==> src/rtl/rmcd_pkg.sv <==
// Shared types and codes of the movi chunk demultiplexer.
`timescale 1ns / 1ps

package rmcd_pkg;

    // Operation codes of an input request
    localparam logic [1:0] OP_DATA   = 2'd0;
    localparam logic [1:0] OP_ENDED  = 2'd1;
    localparam logic [1:0] OP_REWIND = 2'd2;
    localparam logic [1:0] OP_NONE   = 2'd3;

    // Result kinds
    localparam logic [2:0] KIND_VIDEO       = 3'd0;
    localparam logic [2:0] KIND_AUDIO       = 3'd1;
    localparam logic [2:0] KIND_EMPTY_VIDEO = 3'd2;
    localparam logic [2:0] KIND_EMPTY_AUDIO = 3'd3;
    localparam logic [2:0] KIND_END         = 3'd4;
    localparam logic [2:0] KIND_TRUNCATED   = 3'd5;

    // Configuration register indexes
    localparam logic [2:0] CFG_MOVI_SIZE    = 3'd0;
    localparam logic [2:0] CFG_VIDEO_STREAM = 3'd1;
    localparam logic [2:0] CFG_AUDIO_STREAM = 3'd2;
    localparam logic [2:0] CFG_VIDEO_ENABLE = 3'd3;
    localparam logic [2:0] CFG_AUDIO_ENABLE = 3'd4;

    // Little-endian fourcc values and tag characters
    localparam logic [31:0] TAG_LIST = 32'h5453494C;
    localparam logic [31:0] TAG_JUNK = 32'h4B4E554A;
    localparam logic [7:0]  CHR_0    = 8'h30;
    localparam logic [7:0]  CHR_9    = 8'h39;
    localparam logic [7:0]  CHR_D    = 8'h64;
    localparam logic [7:0]  CHR_C    = 8'h63;
    localparam logic [7:0]  CHR_B    = 8'h62;
    localparam logic [7:0]  CHR_W    = 8'h77;
    localparam logic [3:0]  DEC_BASE = 4'd10;

    // Largest value of the saturating byte position
    localparam logic [32:0] POS_MAX = {33{1'b1}};

    // Decision on a completed chunk header
    typedef struct packed {
        logic is_list;   // descend: skip the list type
        logic skip;      // junk, unknown or unselected chunk
        logic audio_sel; // selected audio chunk (else selected video)
    } t_tag_info;

endpackage

==> src/rtl/rmcd_tag_sort.sv <==
// Fourcc classifier: list, skip, or selected video / audio chunk.
`timescale 1ns / 1ps

module rmcd_tag_sort (
    input  logic [31:0]        i_tag,
    input  logic [6:0]         i_video_stream,
    input  logic [6:0]         i_audio_stream,
    input  logic               i_video_enable,
    input  logic               i_audio_enable,
    output rmcd_pkg::t_tag_info o_info
);

    logic [7:0] w_c0, w_c1, w_c2, w_c3;
    logic       w_digits;
    logic [3:0] w_tens, w_ones;
    logic [6:0] w_num;
    logic       w_vid_tag, w_aud_tag, w_vid_sel, w_aud_sel;

    assign w_c0 = i_tag[7:0];
    assign w_c1 = i_tag[15:8];
    assign w_c2 = i_tag[23:16];
    assign w_c3 = i_tag[31:24];

    // Two leading decimal digits give the stream number
    assign w_digits = (w_c0 >= rmcd_pkg::CHR_0) && (w_c0 <= rmcd_pkg::CHR_9) &&
                      (w_c1 >= rmcd_pkg::CHR_0) && (w_c1 <= rmcd_pkg::CHR_9);
    assign w_tens   = w_c0[3:0];
    assign w_ones   = w_c1[3:0];
    assign w_num    = 7'(w_tens) * 7'(rmcd_pkg::DEC_BASE) + 7'(w_ones);

    // "dc"/"db" is video, "wb" is audio
    assign w_vid_tag = w_digits && (w_c2 == rmcd_pkg::CHR_D) &&
                       ((w_c3 == rmcd_pkg::CHR_C) || (w_c3 == rmcd_pkg::CHR_B));
    assign w_aud_tag = w_digits && (w_c2 == rmcd_pkg::CHR_W) && (w_c3 == rmcd_pkg::CHR_B);

    assign w_vid_sel = w_vid_tag && i_video_enable && (w_num == i_video_stream);
    assign w_aud_sel = w_aud_tag && i_audio_enable && (w_num == i_audio_stream);

    assign o_info.is_list   = (i_tag == rmcd_pkg::TAG_LIST);
    assign o_info.skip      = (i_tag == rmcd_pkg::TAG_JUNK) || (!w_vid_sel && !w_aud_sel);
    assign o_info.audio_sel = w_aud_sel;

endmodule

==> src/rtl/riff_movi_chunk_demux.sv <==
// Top level of the AVI movi list chunk demultiplexer.
`timescale 1ns / 1ps

// Takes one movi content request per cycle (data byte, input ended, rewind)
// and gives at most one result per request: payload bytes of the selected
// video and audio streams, empty-chunk markers, end of movi and a truncation
// error. A request is captured in an input register and parsed in a single
// pass into the result register, so the sustained rate is one request per
// clock; the input side keeps accepting while the result register is free
// or drained in the same cycle. A result reaches the output as its request
// moves from the input register into the result register. No clearing pass
// runs after reset. Configuration is written through its own port, always
// ready; the user must do so only while no request is in flight (unchecked).
module riff_movi_chunk_demux (
    input  logic        i_clk,
    input  logic        i_rst_n,
    // input requests
    input  logic        i_in_valid,
    output logic        o_in_ready,
    input  logic [1:0]  i_operation,
    input  logic [7:0]  i_data_byte,
    // results
    output logic        o_out_valid,
    input  logic        i_out_ready,
    output logic [2:0]  o_kind,
    output logic [7:0]  o_payload_byte,
    output logic [31:0] o_chunk_size,
    output logic [31:0] o_frame_num,
    output logic        o_chunk_last,
    // configuration writes
    input  logic        i_cfg_valid,
    output logic        o_cfg_ready,
    input  logic [2:0]  i_cfg_index,
    input  logic [31:0] i_cfg_data
);

    typedef enum logic [2:0] {
        PH_HEADER,
        PH_SKIP,
        PH_PAYLOAD,
        PH_PAD,
        PH_DONE
    } t_phase;

    // configuration registers
    logic [31:0] r_movi_size;
    logic [6:0]  r_video_stream, r_audio_stream;
    logic        r_video_enable, r_audio_enable;

    // input register
    logic        r_in_vld;
    logic [1:0]  r_op;
    logic [7:0]  r_byte;

    // parser state
    t_phase      r_phase, n_phase;
    logic [55:0] r_hdr, n_hdr;
    logic [2:0]  r_hdr_cnt, n_hdr_cnt;
    logic [31:0] r_bytes_left, n_bytes_left;
    logic        r_pad, n_pad;
    logic        r_cur_audio, n_cur_audio;
    logic [31:0] r_cur_size, n_cur_size;
    logic [31:0] r_cur_frame, n_cur_frame;
    logic [32:0] r_pos, n_pos;
    logic [31:0] r_frame_cnt, n_frame_cnt;

    // result register
    logic        r_out_vld;
    logic [2:0]  r_kind, n_kind;
    logic [7:0]  r_pay, n_pay;
    logic [31:0] r_size, n_size;
    logic [31:0] r_frame, n_frame;
    logic        r_last, n_last;
    logic        w_emit;

    logic        w_adv;
    logic [31:0] w_hdr_size;
    logic [31:0] w_left_dec;
    rmcd_pkg::t_tag_info w_info;

    // Handshakes: input register drains into result register
    assign w_adv       = r_in_vld && (!r_out_vld || i_out_ready);
    assign o_in_ready  = !r_in_vld || w_adv;
    assign o_cfg_ready = 1'b1;

    assign o_out_valid    = r_out_vld;
    assign o_kind         = r_kind;
    assign o_payload_byte = r_pay;
    assign o_chunk_size   = r_size;
    assign o_frame_num    = r_frame;
    assign o_chunk_last   = r_last;

    // Header decode: fourcc in the low word, size top byte is the current byte
    assign w_hdr_size = {r_byte, r_hdr[55:32]};
    assign w_left_dec = r_bytes_left - 32'd1;

    rmcd_tag_sort u_tag_sort (
        .i_tag          (r_hdr[31:0]),
        .i_video_stream (r_video_stream),
        .i_audio_stream (r_audio_stream),
        .i_video_enable (r_video_enable),
        .i_audio_enable (r_audio_enable),
        .o_info         (w_info)
    );

    // Single-pass parser step for the request held in the input register
    always_comb begin
        n_phase      = r_phase;
        n_hdr        = r_hdr;
        n_hdr_cnt    = r_hdr_cnt;
        n_bytes_left = r_bytes_left;
        n_pad        = r_pad;
        n_cur_audio  = r_cur_audio;
        n_cur_size   = r_cur_size;
        n_cur_frame  = r_cur_frame;
        n_pos        = r_pos;
        n_frame_cnt  = r_frame_cnt;
        w_emit       = 1'b0;
        n_kind       = rmcd_pkg::KIND_END;
        n_pay        = 8'd0;
        n_size       = 32'd0;
        n_frame      = 32'd0;
        n_last       = 1'b0;

        priority if (r_op == rmcd_pkg::OP_NONE) begin
            // ignored
        end else if (r_op == rmcd_pkg::OP_REWIND) begin
            n_phase      = PH_HEADER;
            n_hdr_cnt    = 3'd0;
            n_bytes_left = 32'd0;
            n_pad        = 1'b0;
            n_cur_audio  = 1'b0;
            n_cur_size   = 32'd0;
            n_cur_frame  = 32'd0;
            n_pos        = 33'd0;
            n_frame_cnt  = 32'd0;
        end else if (r_phase == PH_DONE) begin
            // finished: only input ended answers
            w_emit = (r_op == rmcd_pkg::OP_ENDED);
        end else if (r_phase == PH_HEADER && r_hdr_cnt == 3'd0 &&
                     r_pos >= {1'b0, r_movi_size}) begin
            // end of movi at a header boundary, byte not consumed
            n_phase = PH_DONE;
            w_emit  = 1'b1;
        end else if (r_op == rmcd_pkg::OP_ENDED) begin
            n_phase = PH_DONE;
            w_emit  = 1'b1;
            if (r_phase == PH_PAYLOAD) begin
                n_kind  = rmcd_pkg::KIND_TRUNCATED;
                n_size  = r_cur_size;
                n_frame = r_cur_frame;
            end
        end else begin
            if (r_pos != rmcd_pkg::POS_MAX) begin
                n_pos = r_pos + 33'd1;
            end
            unique case (r_phase)
                PH_HEADER: begin
                    if (r_hdr_cnt != 3'd7) begin
                        n_hdr     = {r_byte, r_hdr[55:8]};
                        n_hdr_cnt = r_hdr_cnt + 3'd1;
                    end else begin
                        n_hdr_cnt = 3'd0;
                        if (w_info.is_list) begin
                            n_bytes_left = 32'd4;
                            n_pad        = 1'b0;
                            n_phase      = PH_SKIP;
                        end else if (w_info.skip) begin
                            // zero size has no pad, so back to header
                            n_bytes_left = w_hdr_size;
                            n_pad        = w_hdr_size[0];
                            n_phase      = (w_hdr_size != 32'd0) ? PH_SKIP : PH_HEADER;
                        end else begin
                            n_cur_audio = w_info.audio_sel;
                            n_cur_size  = w_hdr_size;
                            n_cur_frame = w_info.audio_sel ? 32'd0 : r_frame_cnt;
                            if (!w_info.audio_sel) begin
                                n_frame_cnt = r_frame_cnt + 32'd1;
                            end
                            if (w_hdr_size == 32'd0) begin
                                // empty chunk marker
                                n_phase = PH_HEADER;
                                w_emit  = 1'b1;
                                n_kind  = w_info.audio_sel ? rmcd_pkg::KIND_EMPTY_AUDIO
                                                           : rmcd_pkg::KIND_EMPTY_VIDEO;
                                n_frame = w_info.audio_sel ? 32'd0 : r_frame_cnt;
                                n_last  = 1'b1;
                            end else begin
                                n_bytes_left = w_hdr_size;
                                n_pad        = w_hdr_size[0];
                                n_phase      = PH_PAYLOAD;
                            end
                        end
                    end
                end
                PH_SKIP: begin
                    n_bytes_left = w_left_dec;
                    if (w_left_dec == 32'd0) begin
                        n_phase = r_pad ? PH_PAD : PH_HEADER;
                    end
                end
                PH_PAD: begin
                    n_pad   = 1'b0;
                    n_phase = PH_HEADER;
                end
                PH_PAYLOAD: begin
                    n_bytes_left = w_left_dec;
                    if (w_left_dec == 32'd0) begin
                        n_phase = r_pad ? PH_PAD : PH_HEADER;
                    end
                    w_emit  = 1'b1;
                    n_kind  = r_cur_audio ? rmcd_pkg::KIND_AUDIO : rmcd_pkg::KIND_VIDEO;
                    n_pay   = r_byte;
                    n_size  = r_cur_size;
                    n_frame = r_cur_frame;
                    n_last  = (w_left_dec == 32'd0);
                end
                default: begin
                    n_phase = PH_DONE;
                end
            endcase
        end
    end

    // Configuration registers
    always_ff @(posedge i_clk) begin
        if (!i_rst_n) begin
            r_movi_size    <= 32'd0;
            r_video_stream <= 7'd0;
            r_audio_stream <= 7'd1;
            r_video_enable <= 1'b1;
            r_audio_enable <= 1'b0;
        end else if (i_cfg_valid) begin
            unique case (i_cfg_index)
                rmcd_pkg::CFG_MOVI_SIZE:    r_movi_size    <= i_cfg_data;
                rmcd_pkg::CFG_VIDEO_STREAM: r_video_stream <= i_cfg_data[6:0];
                rmcd_pkg::CFG_AUDIO_STREAM: r_audio_stream <= i_cfg_data[6:0];
                rmcd_pkg::CFG_VIDEO_ENABLE: r_video_enable <= i_cfg_data[0];
                rmcd_pkg::CFG_AUDIO_ENABLE: r_audio_enable <= i_cfg_data[0];
                default: ;
            endcase
        end
    end

    // Input register
    always_ff @(posedge i_clk) begin
        if (!i_rst_n) begin
            r_in_vld <= 1'b0;
        end else if (o_in_ready) begin
            r_in_vld <= i_in_valid;
        end
        if (o_in_ready && i_in_valid) begin
            r_op   <= i_operation;
            r_byte <= i_data_byte;
        end
    end

    // Parser state and result register
    always_ff @(posedge i_clk) begin
        if (!i_rst_n) begin
            r_phase      <= PH_HEADER;
            r_hdr_cnt    <= 3'd0;
            r_bytes_left <= 32'd0;
            r_pad        <= 1'b0;
            r_cur_audio  <= 1'b0;
            r_cur_size   <= 32'd0;
            r_cur_frame  <= 32'd0;
            r_pos        <= 33'd0;
            r_frame_cnt  <= 32'd0;
            r_out_vld    <= 1'b0;
        end else if (w_adv) begin
            r_phase      <= n_phase;
            r_hdr_cnt    <= n_hdr_cnt;
            r_bytes_left <= n_bytes_left;
            r_pad        <= n_pad;
            r_cur_audio  <= n_cur_audio;
            r_cur_size   <= n_cur_size;
            r_cur_frame  <= n_cur_frame;
            r_pos        <= n_pos;
            r_frame_cnt  <= n_frame_cnt;
            r_out_vld    <= w_emit;
        end else if (i_out_ready) begin
            r_out_vld    <= 1'b0;
        end
        if (w_adv) begin
            r_hdr <= n_hdr;
        end
        if (w_adv && w_emit) begin
            r_kind  <= n_kind;
            r_pay   <= n_pay;
            r_size  <= n_size;
            r_frame <= n_frame;
            r_last  <= n_last;
        end
    end

`ifndef SYNTH
    // a payload or skip phase always has bytes still to go
    a_payload_left: assert property (@(posedge i_clk) disable iff (!i_rst_n)
        (r_phase == PH_PAYLOAD || r_phase == PH_SKIP) |-> (r_bytes_left != 32'd0))
        else $error("payload or skip phase with no bytes left");

    // a partial header is left only while collecting a header or once finished
    a_hdr_phase: assert property (@(posedge i_clk) disable iff (!i_rst_n)
        (r_hdr_cnt != 3'd0) |-> (r_phase == PH_HEADER || r_phase == PH_DONE))
        else $error("partial header outside header phase");

    // rewind returns position and frame counter to zero
    a_rewind: assert property (@(posedge i_clk) disable iff (!i_rst_n)
        (w_adv && r_op == rmcd_pkg::OP_REWIND) |=> (r_pos == 33'd0 && r_frame_cnt == 32'd0))
        else $error("rewind did not clear position");

    // a truncation error is never flagged as a chunk's last byte
    a_trunc_last: assert property (@(posedge i_clk) disable iff (!i_rst_n)
        (w_adv && w_emit && n_kind == rmcd_pkg::KIND_TRUNCATED) |=> (r_out_vld && !r_last))
        else $error("truncation result marked last");
`endif

endmodule

==> config.mk <==
export PLATFORM = sky130hd
export DESIGN_NAME = riff_movi_chunk_demux
export DESIGN_NICKNAME = d
export VERILOG_FILES = /design/src/rtl/rmcd_pkg.sv /design/src/rtl/rmcd_tag_sort.sv /design/src/rtl/riff_movi_chunk_demux.sv
export SDC_FILE = /design/constraint.sdc
export NUM_CORES = 1
export LEC_CHECK = 0
export ABC_AREA = 1
export ABC_CLOCK_PERIOD_IN_PS = 7080
export BUFFER_PORTS_ARGS = -buffer_cell sky130_fd_sc_hd__buf_2
export CAP_MARGIN = 20
export CORE_UTILIZATION = 55
export CTS_BUF_LIST = sky130_fd_sc_hd__clkbuf_8
export DETAILED_ROUTE_END_ITERATION = 7
export GPL_ROUTABILITY_DRIVEN = 0
export PLACE_DENSITY = 0.82
export SYNTH_ARGS = -nofsm -noshare
export SYNTH_HDL_FRONTEND = slang
export SYNTH_SLANG_ARGS = --single-unit
==> constraint.sdc <==
create_clock -name i_clk -period 7.08 [get_ports i_clk]
set_input_delay 1.416 -clock i_clk [delete_from_list [all_inputs] [get_ports i_clk]]
set_output_delay 1.416 -clock i_clk [all_outputs]
set_load 0.01 [all_outputs]
=== Word level (Yosys, flattened, before mapping) ===
Cells that the tools add are included.

* Bits in registers: 361
* Input port bits: 50
* Output and inout bits: 79
* Word-level logic and storage cells: 231

* $add $sub $neg: 5
* Multipliers: 1
* $lt $le $gt $ge: 5
* Eq/ne operators: 32
* Muxes and demuxes: 104
* Bitwise operators: 6
* Reductions and logical operators: 54

{| class="wikitable"
|+ Operators with widths
! operator !! count
|-
| 32-bit two-way mux || 40
|-
| 33-bit two-way mux || 5
|-
| 32-bit one-hot mux with 2 select lines || 2
|-
| 32-bit by 31-bit == test with 1-bit output (second input constant) || 2
|-
| 32-bit logical NOT || 2
|-
| 3-bit two-way mux || 17
|-
| 33-bit by 1-bit adder with 33-bit output (second input constant) || 1
|-
| 33-bit by 32-bit greater-or-equal comparator with 1-bit output || 1
|-
| 33-bit != test (second input constant) || 1
|-
| 32-bit by 1-bit adder with 32-bit output (second input constant) || 1
|-
| 8-bit by 7-bit == test with 1-bit output (second input constant) || 4
|-
| 32-bit nonzero test || 1
|-
| 32-bit by 1-bit subtractor with 32-bit output (second input constant) || 1
|-
| 1-bit two-way mux || 31
|-
| 8-bit AND reduction || 3
|-
| 1-bit logical AND || 17
|-
| 8-bit by 6-bit greater-or-equal comparator with 1-bit output (second input constant) || 2
|-
| 8-bit by 6-bit <= comparator with 1-bit output (second input constant) || 2
|-
| 7-bit == test || 2
|-
| 2-bit != test (second input constant) || 7
|-
| 3-bit by 2-bit == test with 1-bit output (second input constant) || 4
|-
| 6-bit AND reduction || 2
|-
| 10-bit AND reduction || 1
|-
| 2-bit AND reduction || 5
|-
| 27 further kinds || 53
|}

=== Depth between registers and ports, before layout ===
Gate-level depths: netlist of run 1.

* Word-level depth: 21
* Mapped depth: 22
* Gate-level depth less buffers: 20

=== Cells and area by module ===
A second synthesis of run 1 with hierarchy kept.

* Cell total of the unflattened synthesis: 2,412
* Area, all modules: 18,796.8 um2

{| class="wikitable"
|+ By module, submodules not included
! module !! times used !! cells each !! area each (um2) !! sequential area each (um2)
|-
| riff_movi_chunk_demux || 1 || 2,263 || 18,017.3 || 8,648.3
|-
| rmcd_tag_sort || 1 || 149 || 779.5 || 0.0
|}

=== Least setup slack after synthesis of run 1 ===
OpenSTA, ideal clock, no wires.

* Path type: input to register
* Start point: input port i_out_ready
* End point: register r_hdr[0] (enable)
* Library setup time: 0.608 ns
* Arrival time: 6.984 ns
* Data required time: 6.472 ns
* Setup slack: -0.512 ns
* Cell stages on the path: 4
* Buffers on the path: 0
* Cell sequence: inv_1 > nand2_1 > nand2_1 > nor4_1

* Word-level cells in the longest chain between the ends: 3

{| class="wikitable"
|+ RTL lines
! item !! line !! source
|-
| from (decl) || riff_movi_chunk_demux.sv:24 || <nowiki>input logic i_out_ready,</nowiki>
|-
| 1-bit logical OR || riff_movi_chunk_demux.sv:82 || <nowiki>assign w_adv = r_in_vld && (!r_out_vld || i_out_ready);</nowiki>
|-
| 1-bit logical AND || riff_movi_chunk_demux.sv:82 ||
|-
| 8-bit AND reduction (no line) || - ||
|-
| to (signal assigned) || riff_movi_chunk_demux.sv:286 || <nowiki>r_hdr <= n_hdr;</nowiki>
|-
| to (decl) || riff_movi_chunk_demux.sv:57 || <nowiki>logic [55:0] r_hdr, n_hdr;</nowiki>
|}

No other way between the ends.
A chain may end at the register's enable or synchronous reset.

=== Final worst setup path of run 1 ===
* Start point: register r_hdr[1]
* End point: register r_frame[8] (netlist: o_frame_num[8]) (enable)

* Word-level cells in the longest chain between the ends: 21
* Elaborated cells on any way between the ends: 33
* Classes of those cells: add/sub (1); mul (1); order compare (2); eq/ne (4); mux (9); reduce/logical (16)

{| class="wikitable"
|+ RTL lines
! item !! line !! source
|-
| parallel branches: the longest is 12 deep, another holds 7-bit by 4-bit adder with 7-bit output || - ||
|-
| 1-bit two-way mux (*) || riff_movi_chunk_demux.sv:164 || <nowiki>if (w_info.is_list) begin</nowiki>
|-
| 1-bit two-way mux (*) || riff_movi_chunk_demux.sv:159 || <nowiki>if (r_hdr_cnt != 3'd7) begin</nowiki>
|-
| 1-bit one-hot mux with 2 select lines (*) || riff_movi_chunk_demux.sv:157 || <nowiki>unique case (r_phase)</nowiki>
|-
| 1-bit two-way mux (*) || riff_movi_chunk_demux.sv:145 || <nowiki>end else if (r_op == rmcd_pkg::OP_ENDED) begin</nowiki>
|-
| 1-bit two-way mux (*) || riff_movi_chunk_demux.sv:140 || <nowiki>end else if (r_phase == PH_HEADER && r_hdr_cnt == 3'd0 &&</nowiki>
|-
| 1-bit two-way mux (*) || riff_movi_chunk_demux.sv:137 || <nowiki>end else if (r_phase == PH_DONE) begin</nowiki>
|-
| 1-bit two-way mux (*) || riff_movi_chunk_demux.sv:127 || <nowiki>end else if (r_op == rmcd_pkg::OP_REWIND) begin</nowiki>
|-
| 1-bit two-way mux (*) || riff_movi_chunk_demux.sv:125 || <nowiki>priority if (r_op == rmcd_pkg::OP_NONE) begin</nowiki>
|-
| 1-bit logical AND (*) || riff_movi_chunk_demux.sv:288 || <nowiki>if (w_adv && w_emit) begin</nowiki>
|-
| to (signal assigned) || riff_movi_chunk_demux.sv:292 || <nowiki>r_frame <= n_frame;</nowiki>
|-
| to (decl) || riff_movi_chunk_demux.sv:72 || <nowiki>logic [31:0] r_frame, n_frame;</nowiki>
|}

Mark *: on every way between the ends.

==> results of run 1 <==
metrics by stage:
step           cells  setup WS (ns)  util [%]  area, µm²  total power (µW)
3_3_place_gp    3033           2.42      58.8      19900              3120
6_report        3142           2.21      62.4      21100              5000
5_1_grt         3142           1.85      62.4      21100              5210
2_1_floorplan   2559           1.84         -      19200              2930
3_5_place_dp    3033           2.27      58.8      19900              3140
4_1_cts         3141           2.23      62.3      21100              4990
synth_stat cells (all sizes together):
master / instances
xnor2: 20
a21boi: 1
dfxtp: 219
inv: 279
and2: 1
a32oi: 3
o211ai: 1
o22ai: 2
o21ai: 97
nor2: 383
ha: 49
o31ai: 9
nand4: 178
o21a: 2
a211oi: 2
and3: 4
edfxtp: 142
nand2: 590
a31oi: 4
clkinv: 6
or2: 4
nor4: 23
o32ai: 6
a21oi: 217
nand3b: 11
fa: 2
o21bai: 6
xor2: 30
nor3: 46
a21o: 2
conb: 1
buf: 43
nand3: 98
nor3b: 5
clkbuf: 73
worst max-delay path, stage by stage (launching register included):
cell and delay, ns:
edfxtp_1 0.46, ha_1 0.33, ha_1 0.21, fa_1 0.55, nand2_1 0.07, inv_1 0.07
nand4_1 0.12, nand3_1 0.12, nand3_1 0.09, nand2_1 0.13, nand3_4 0.34, nand2_4 0.26
nand4_1 0.18, nand2_1 0.12, nand3_1 0.11, inv_2 0.78, buf_4 0.52
registers in the layout, summed over array words and instances (netlist names), 8 cells and up:
signal and cells:
o_payload_byte 8, r_movi_size 32, r_byte 8, r_cur_frame 32, r_hdr 56, o_frame_num 32, r_frame_cnt 32, r_bytes_left 32
r_pos 33, o_chunk_size 32, r_cur_size 32
layer usage:
metal  part of all wire [%]  wire length, µm  global-route usage [%]  vias to the layer above
met5                      0                0                       0                        -
met4                    3.7             1880                    12.4                        0
met3                    7.5             3780                    4.75                      162
met2                     48            24300                    47.4                      833
met1                     40            20300                    35.0                     8392
li1                       -                -                       -                     8705
path summary, 6_finish.rpt:
path	from	endpoint	slack, ns	depth (start not counted)
hold reg to reg	r_movi_size[12]$_SDFFE_PN0P_	r_movi_size[12]$_SDFFE_PN0P_	0.46	2
hold / removal	r_movi_size[12]$_SDFFE_PN0P_	r_movi_size[12]$_SDFFE_PN0P_	0.46	2
setup reg to reg	r_hdr[1]$_DFFE_PP_	o_frame_num[8]$_SDFFCE_PP0P_	2.21	16
setup / recovery	r_hdr[1]$_DFFE_PP_	o_frame_num[8]$_SDFFCE_PP0P_	2.21	16
area by class of cell:
class	instances	area [µm²]
Sequential cell	361	8650
Multi-Input combinational cell	1797	8890
Inverter	285	1070
Fill cell	2935	12700
Clock buffer	63	867
Tap cell	448	561
Clock inverter	45	330
Timing Repair Buffer	143	768
cell families (layout without fill, tap and decap cells):
group                      Yosys count  after routing  synth area share, %
AOI/OAI and AO/OA                  352            352                 9.72
xor gates and xnor gates            50             50                 2.33
adders and majority gates           51             51                 3.41
buffers and inverters              401            536                 8.58
DFF                                361            361                 45.2
other                                1              1               0.0196
and+or+nand+nor                   1343           1343                 30.8
power by group through the flow:
stage / clock network (µW) / logic (µW) / registers (µW)
3_3_place_gp: 0 / 811 / 2310
6_report: 1870 / 862 / 2270
2_1_floorplan: 0 / 635 / 2300
3_5_place_dp: 0 / 833 / 2310
5_1_grt: 1980 / 959 / 2270
4_1_cts: 1890 / 837 / 2260
==> impl_metrics.tcl, run 1 <==
set metrics [dict create \
    violations "DRC" \
    postSynthCellCount 2559 \
    drive_gt1_share_pct 9.43 \
    hold_viol_final 0 \
    p_int_uw 3460 \
    tightest_slew_ns 1.11 \
    cts_tree "yes" \
    syn_avg_cell_area_um2 7.48 \
    hpwl_um 34300 \
    layout_common_cells "nand2_1, nor2_1, inv_1" \
    p_switching_uw 1540 \
    clk_pin_slew_worst_paths_ns 0.06 \
    path_class "reg -> reg" \
    period_share_pct 68.8 \
    clock_skew_ns 0.0158 \
    seq_area_frac_synth_pct 45.2 \
    grt_pass1_wl_um 82200 \
    end_kind "register" \
    post-cts-setup-buffers 0 \
    final_antenna_net_count 0 \
    static-leakage-power_uw 0.00866 \
    yosysTopAreaCell "dfxtp_1" \
    yosysUniqueCellTypes 47 \
    swShare_pct 30.7 \
    core_area_um2 33900 \
    synth.top_cell.area_share_pct 22.9 \
    htreeDepth 2 \
    syn_nets 2660 \
    grt_pass1_vias 17007 \
    worstPathRequired_ns 7.38 \
    grt.total_usage_pct 28.0 \
    overflow 0 \
    p_comb_share_pct 17.3 \
    fin_nets 2747 \
    p_clk_share_pct 37.4 \
    fin_crit_ns 4.87 \
    drcViolationCount 2 \
    setup_violations 0 \
    viasPerCell 5.76 \
    detail_route.wl_per_cell_um 16.0 \
    initial_utilization_pct 56.5 \
    dieArea_um2 35600 \
    synthesis.area_um2 19100 \
    drtIter0Drc 1948 \
    power.density_nw_per_um2 236 \
    maxSlewViolCount 0 \
    place.port_buffers 127 \
    cap_violations 0 \
    clock_path_buffers 3 \
    vias 18092 \
    antenna_cells 0 \
    layout_commonest_cell "nand2_1" \
    placementRows 67 \
    rsz0062_at_grt "no" \
    crit_arrival_ns 5.18 \
    slew_headroom_pct 26.2 \
    power_frac_seq_pct 45.4 \
    yosys_warnings 0 \
    outcome "finished, violations left" \
    ys_top_cells_by_area "dfxtp_1, edfxtp_1, nand2_1" \
    fmax_mhz 205 \
    clk_latency_ns 0.66 \
    pin_count 129 \
    areaGrowthSynthToFinish_pct 10.4 \
    die_width_um 189 \
    cts-resized-gates 0 \
    crit_fanout 45 \
    cts_buffers 58 \
    routed_wirelength_um 50300 \
    peakVddDrop_mv 0.167 \
    firstDrtPassIters 8 \
    cts_hold_buf 0 \
    grt_max_degree 101 \
    min_path_type "reg -> reg" \
    root_buffer "clkbuf_8" \
    hold_slack_ns 0.459 \
    dieHeight_um 189 \
    antenna_found_initial 0 \
    setup_tns_ns 0 \
    cts_sinks 361 \
    worst_setup_path_start_kind "register" \
    synth-seq-cells 361 \
]
Power figures use the tool's default switching activity.
==> inputs of run 2 (changes only) <==
--- a/config.mk
+++ b/config.mk
@@ -6,14 +6,14 @@
 export NUM_CORES = 1
 export LEC_CHECK = 0
 export ABC_AREA = 1
-export ABC_CLOCK_PERIOD_IN_PS = 7080
+export ABC_CLOCK_PERIOD_IN_PS = 4600
 export BUFFER_PORTS_ARGS = -buffer_cell sky130_fd_sc_hd__buf_2
 export CAP_MARGIN = 20
 export CORE_UTILIZATION = 55
 export CTS_BUF_LIST = sky130_fd_sc_hd__clkbuf_8
 export DETAILED_ROUTE_END_ITERATION = 7
 export GPL_ROUTABILITY_DRIVEN = 0
-export PLACE_DENSITY = 0.82
+export PLACE_DENSITY = 0.8
 export SYNTH_ARGS = -nofsm -noshare
 export SYNTH_HDL_FRONTEND = slang
 export SYNTH_SLANG_ARGS = --single-unit
==> constraint.sdc (replaced) <==
create_clock -name i_clk -period 4.6 [get_ports i_clk]
set_input_delay 0.92 -clock i_clk [delete_from_list [all_inputs] [get_ports i_clk]]
set_output_delay 0.92 -clock i_clk [all_outputs]
set_load 0.01 [all_outputs]
==> run 2 against run 1 <==
The flow now finishes without violations. Sequential power grew 54%. Global-route usage is 0.48 points higher. Final cell count grew 0.29%. Sequential share of layout area fell by 0.26 points. Critical path depth unchanged. Routed wire length up 0.20%. Non-clock buffer count is 8 higher. Flip-flop and latch count stayed put. Maximum frequency up 21%. Setup slack got worse by 1.6 ns. Largest power group unchanged.
==> impl_metrics.tcl, run 2 (same netlist as run 1, synthesis figures left out) <==
set metrics [dict create \
    outcome "finished clean" \
    power.density_nw_per_um2 365 \
    antenna_cells 0 \
    ff2ff_path_depth 16 \
    vias 18029 \
    multi_input_area_um2 8890 \
    p_switching_uw 2390 \
    firstDrtPassIters 6 \
    min_path_cells 1 \
    hold_viol_final 0 \
    r2r-start "r_hdr[3]$_DFFE_PP_" \
    reg_top3 "r_hdr x56, r_pos x33" \
    place.port_buffers 127 \
    fin_nets 2755 \
    root_buffer "clkbuf_8" \
    design_area_um2 21300 \
    drtIter0Drc 1776 \
    rsz0062_at_grt "no" \
    final_antenna_net_count 0 \
    grt.total_usage_pct 28.5 \
    cts_hold_buf 0 \
    grt_pass1_wl_um 83200 \
    worstPathCellList "ha_1 > ha_1 > fa_1 > nand2_1 > inv_1 > nand4_1 > nand3_1 > nand3_1 > nand2_1 > nand3_4 > nand2_4 > nand4_1 > nand2_1 > nand3_1 > inv_2 > buf_12" \
    detail_route.wl_per_cell_um 16.0 \
    setup_tns_ns 0 \
    cts_buffers 58 \
    core_area_um2 33900 \
    viasPerCell 5.72 \
    worstSetupStartpoint "r_hdr[3]$_DFFE_PP_" \
    initial_utilization_pct 56.5 \
    layout_common_cells "nand2_1, nor2_1, inv_1" \
    p_comb_share_pct 17.4 \
    clk_pin_slew_worst_paths_ns 0.06 \
    period_share_pct 87.4 \
    overflow 0 \
    path_class "reg -> reg" \
    hold_slack_ns 0.421 \
    power_frac_seq_pct 45.0 \
    slew_headroom_pct 37.8 \
    pin_count 129 \
    dieArea_um2 35600 \
    areaGrowthSynthToFinish_pct 11.1 \
    dieHeight_um 189 \
    hold_path.startpoint "i_operation[1]" \
    swShare_pct 30.9 \
    min_path_type "in -> reg" \
    placementRows 67 \
    htreeDepth 2 \
    hpwl_um 34600 \
    antenna_found_initial 0 \
    routed_wirelength_um 50400 \
    dp_cells 3042 \
    drcViolationCount 0 \
    p_int_uw 5360 \
    ff2ff_setup_slack_ns 0.58 \
    cts_sinks 361 \
    final_util_pct 62.8 \
    slowest_delay_ns 0.55 \
    crit_fanout 35 \
    top_register "r_hdr" \
    n_fill_cell 2947 \
    grt_max_degree 67 \
    worstReg2RegEnd "o_chunk_size[9]$_SDFFCE_PP0P_" \
    static-leakage-power_uw 0.00871 \
    worst_setup_path_start_kind "register" \
    layout_commonest_cell "nand2_1" \
    post-cts-setup-buffers 0 \
    crit_arrival_ns 4.37 \
    worstPathRequired_ns 4.95 \
    clk_latency_ns 0.67 \
    end_kind "register" \
    fmax_mhz 249 \
    fin_cells 3151 \
    grt_pass1_vias 16959 \
    min_to "r_op[1]$_DFFE_PP_" \
    setup_violations 0 \
    tightest_slew_ns 0.932 \
    clock_path_buffers 3 \
    cts_tree "yes" \
    place_area_um2 20000 \
    largest_reg_flops 56 \
    p_clk_share_pct 37.6 \
    cap_violations 0 \
    peakVddDrop_mv 0.262 \
    cts-resized-gates 0 \
    fin_crit_ns 4.02 \
    crit_slowest_cell "fa_1" \
    drive_gt1_share_pct 10.1 \
    die_width_um 189 \
    clock_skew_ns 0.0344 \
    maxSlewViolCount 0 \
    seq_area_um2 8650 \
]
-- run 2: routing by layer --
metal / part of all wire [%] / track usage (%) / up-vias
li1: - / - / 8719
met1: 41 / 35.8 / 8306
met2: 47 / 47.7 / 840
met3: 7.5 / 4.94 / 164
met4: 4.6 / 13.2 / 0
met5: 0 / 0 / -
-- run 2: cell type report --
| class | instances | share of cell area, % |
|---|---|---|
| repair buffers | 151 | 4.01 |
| well taps | 448 | 2.64 |
| clock buffers | 78 | 5.05 |
| clock inverters | 31 | 0.818 |
| multi-input cells | 1797 | 41.8 |
| inverters | 285 | 5.04 |
| flip-flops and latches | 361 | 40.7 |
-- run 2: power by group through the flow --
stage          clock [µW]  sequential [µW]  combinational (µW)
2_1_floorplan           0             3530                 979
3_3_place_gp            0             3550                1270
3_5_place_dp            0             3560                1300
4_1_cts              2940             3490                1310
5_1_grt              3100             3500                1490
6_report             2910             3490                1350
-- run 2: per-stage QoR --
step / power, µW / worst slack (ns)
after CTS: 7740 / 0.625
after floorplan: 4510 / 0.184
after global routing: 8080 / 0.299
after detailed placement: 4860 / 0.650
after global placement: 4820 / 0.764
final: 7750 / 0.580
-- run 2: worst max path at each step --
stage                                           endpoint  slack, ns
final                      o_chunk_size[9]$_SDFFCE_PP0P_       0.58
after detailed placement    o_frame_num[9]$_SDFFCE_PP0P_       0.65
after CTS                 o_chunk_size[11]$_SDFFCE_PP0P_       0.63
after global routing       o_chunk_size[9]$_SDFFCE_PP0P_       0.30
after global placement      o_frame_num[9]$_SDFFCE_PP0P_       0.76
after floorplan               o_chunk_last$_SDFFCE_PP0P_       0.18
-- run 2: worst max-delay path, delay by kind of cell, from the launching register on --
kind	cells	cell delay, ns
flip-flops	1	0.47
AND/OR/NAND/NOR	10	1.52
adder cells (fa/ha/maj)	3	1.09
buffers and inverters	3	0.62
